--- src/hw/rtl/lsfr_scale.sv ---
// Shared brightness scaler: one color byte times brightness, divided by 255
// with truncation. Used once per color of each LED word. No dependencies.
`default_nettype none

module lsfr_scale (
  input  wire logic [7:0] color,
  input  wire logic [7:0] bright,
  output logic      [7:0] scaled
);

  logic [15:0] prod;
  logic [16:0] sum;

  // exact x/255 for 16-bit x: (x + (x >> 8) + 1) >> 8
  assign prod   = color * bright;
  assign sum    = {1'b0, prod} + {9'd0, prod[15:8]} + 17'd1;
  assign scaled = sum[15:8];

endmodule

`default_nettype wire

--- config.mk ---
export PLATFORM = sky130hd
export DESIGN_NAME = lsfr_scale
export DESIGN_NICKNAME = d
export VERILOG_FILES = /design/src/hw/rtl/lsfr_scale.sv
export SDC_FILE = /design/constraint.sdc
export NUM_CORES = 1
export LEC_CHECK = 0
export ABC_AREA = 1
export BUFFER_PORTS_ARGS = -buffer_cell sky130_fd_sc_hd__buf_2
export CAP_MARGIN = 20
export CORE_ASPECT_RATIO = 1.75
export CORE_MARGIN = 2
export CORE_UTILIZATION = 45
export DETAILED_ROUTE_END_ITERATION = 6
export SLEW_MARGIN = 25
export SYNTH_ARGS = -nofsm -noshare
export SYNTH_HDL_FRONTEND = slang
export SYNTH_SLANG_ARGS = --single-unit
--- constraint.sdc ---
create_clock -name vclk -period 10
set_clock_uncertainty 0.15 [all_clocks]
set_input_delay 0 -clock vclk [all_inputs]
set_output_delay 0 -clock vclk [all_outputs]
set_load 0.02 [all_outputs]
==> reports/metrics.yaml <==
route:
  wl_mm: 7.14
  vias: 2831
  dr.pass1.iters: 6
  drtIter0Drc: 94
  ant_nets: 0
  drc: 0
  routed_via_density: 4.77
  routedWlPerCell_um: 12.0
synthesis:
  synth-warning-count: 0
  synthesis.area_um2: 3000
  synth_compound_area_share_pct: 2.08
  ys_seq_area_share_pct: 0
  avgSynthCellArea_um2: 5.97
  synth.mux.area_fraction_pct: 0
  synth_top_family_by_area: "adder cells"
  synth_nets: 597
  synth-adder-area-share_pct: 41.5
  synthCells: 503
  synth_cell_type_count: 19
  synth-simple-area-share_pct: 34.2
  synth_xor_area_share_pct: 2.00
critical_path:
  cpPeakStageDelay_ns: 0.55
  worstPathMaxFanout: 8
  worstPathArrival_ns: 5.34
  cp.required_ns: 9.85
  crit_slowest_cell: "fa_1"
  critPathTopFamily: "adder cells"
  critPathMostFrequentCell: "nand2_1"
  worstSetupPathType: "in -> out"
  start_kind: "input pin"
  crit_path_end_kind: "output pin"
  critPathBufInv: 6
cells_and_area:
  seq_area_um2: 0
  final_net_count: 607
  drive_gt1_share_pct: 6.85
  seq_cells: 0
  mostFrequentLayoutCells: "nand2_1, inv_1, ha_1"
  fillers: 718
  multi_input_area_um2: 2400
  antenna_cells: 0
  layout_commonest_cell: "nand2_1"
  syn2layout_area_growth_pct: 5.41
  utilization_pct: 48.8
  nClkBuffers: 0
floorplanning:
  num_rows: 39
  die_h_um: 112
  ios: 24
  coreArea_um2: 6490
  die_area_um2: 7370
  die_w_um: 65.8
  initial_core_util_pct: 46.3
timing:
  hold_violations: 0
  setup_viol: 0
  fin_crit_sh_pct: 54.9
  fin_crit_ns: 5.49
  max_slew_margin_pct: 70.1
  tightest_slew_ns: 0.446
  rsz0062_at_grt: "false"
  maxSlewViolCount: 0
  fin_tns_setup_ns: 0
  clock.fmax_ghz: 0.182
global_route:
  track_usage_pct: 20.7
  grt_max_degree: 9
  grt_pass1_wl_mm: 12.4
  grt_antenna_before_repair: 0
  grt_pass1_vias: 2873
  overflow: 0
status:
  outcome: "finished clean"
worst_hold_path:
  hp-start: "bright[0]"
  min_path_type: "in -> out"
  whs_endpoint: "scaled[5]"
  whs_path_depth: 9
placed_design:
  place.detailed.hpwl_mm: 6.41
  port_buffers: 24
  place_congestion: 0.889
power:
  p_per_area_nw_per_um2: 293
  ir_drop_mv: 0.269
  totalPowerFinal_mw: 0.929
  p_leak_nw: 2.27
clock_tree:
  holdBufCountCts: 0
  cts-resized-gates: 0
  postCtsSetupBuffers: 0
run:
  maxCapViolCount: 0
-- cell usage after synthesis (all sizes together) --
master | n | area [um2]
a211oi | 1 | 7.51
a21o | 1 | 7.51
a21oi | 8 | 40.0
clkbuf | 16 | 60.1
fa | 36 | 721
ha | 42 | 526
inv | 146 | 548
nand2 | 176 | 673
nand3 | 36 | 195
nand4 | 9 | 56.3
nor2 | 24 | 92.6
nor3 | 1 | 10.0
o21bai | 1 | 7.51
xnor2 | 3 | 26.3
xor2 | 3 | 33.8
-- stage by stage --
stage	area, um2	worst slack (ns)	instances	hold WS, ns
floorplan	3000	5.09	503	0.579
detailed placement	3170	4.50	593	0.787
CTS	3170	4.48	593	0.790
global route	3170	4.10	593	0.917
global placement	3170	4.46	593	0.794
finish	3170	4.51	593	0.799
-- power breakdown --
part	total (mW)	internal, mW	leakage, nW	switching (mW)
sequential	0	0	0	0
combinational	0.929	0.308	2.27	0.621
clock	0	0	0	0
total	0.929	0.308	2.27	0.621
-- final cells by class --
cell class / instances / share of cell area, %
well taps: 82 / 3.24
inverters: 146 / 17.3
repair buffers: 24 / 3.79
multi-input cells: 341 / 75.7
-- how the worst max path moves through the flow --
stage | startpoint | to | cells past startpoint
finish | color[1] | scaled[7] | 27
global route | color[0] | scaled[7] | 29
CTS | color[1] | scaled[7] | 27
detailed placement | color[1] | scaled[7] | 27
global placement | color[1] | scaled[7] | 27
floorplan | color[0] | scaled[7] | 28
-- routing by layer --
layer / vias to the layer above / routed length [um] / GRT usage [%]
met5: - / 0 / 0
met4: 0 / 121 / 3.19
met3: 12 / 105 / 0.200
met2: 46 / 4190 / 43.2
met1: 1298 / 2730 / 22.2
li1: 1475 / - / -
-- cell families after synthesis --
group           count (synthesis)
simple gates                  246
buf+inv                       162
xor+xnor                        6
compound gates                 11
fa+ha+maj                      78
Power figures use the tool's default switching activity.
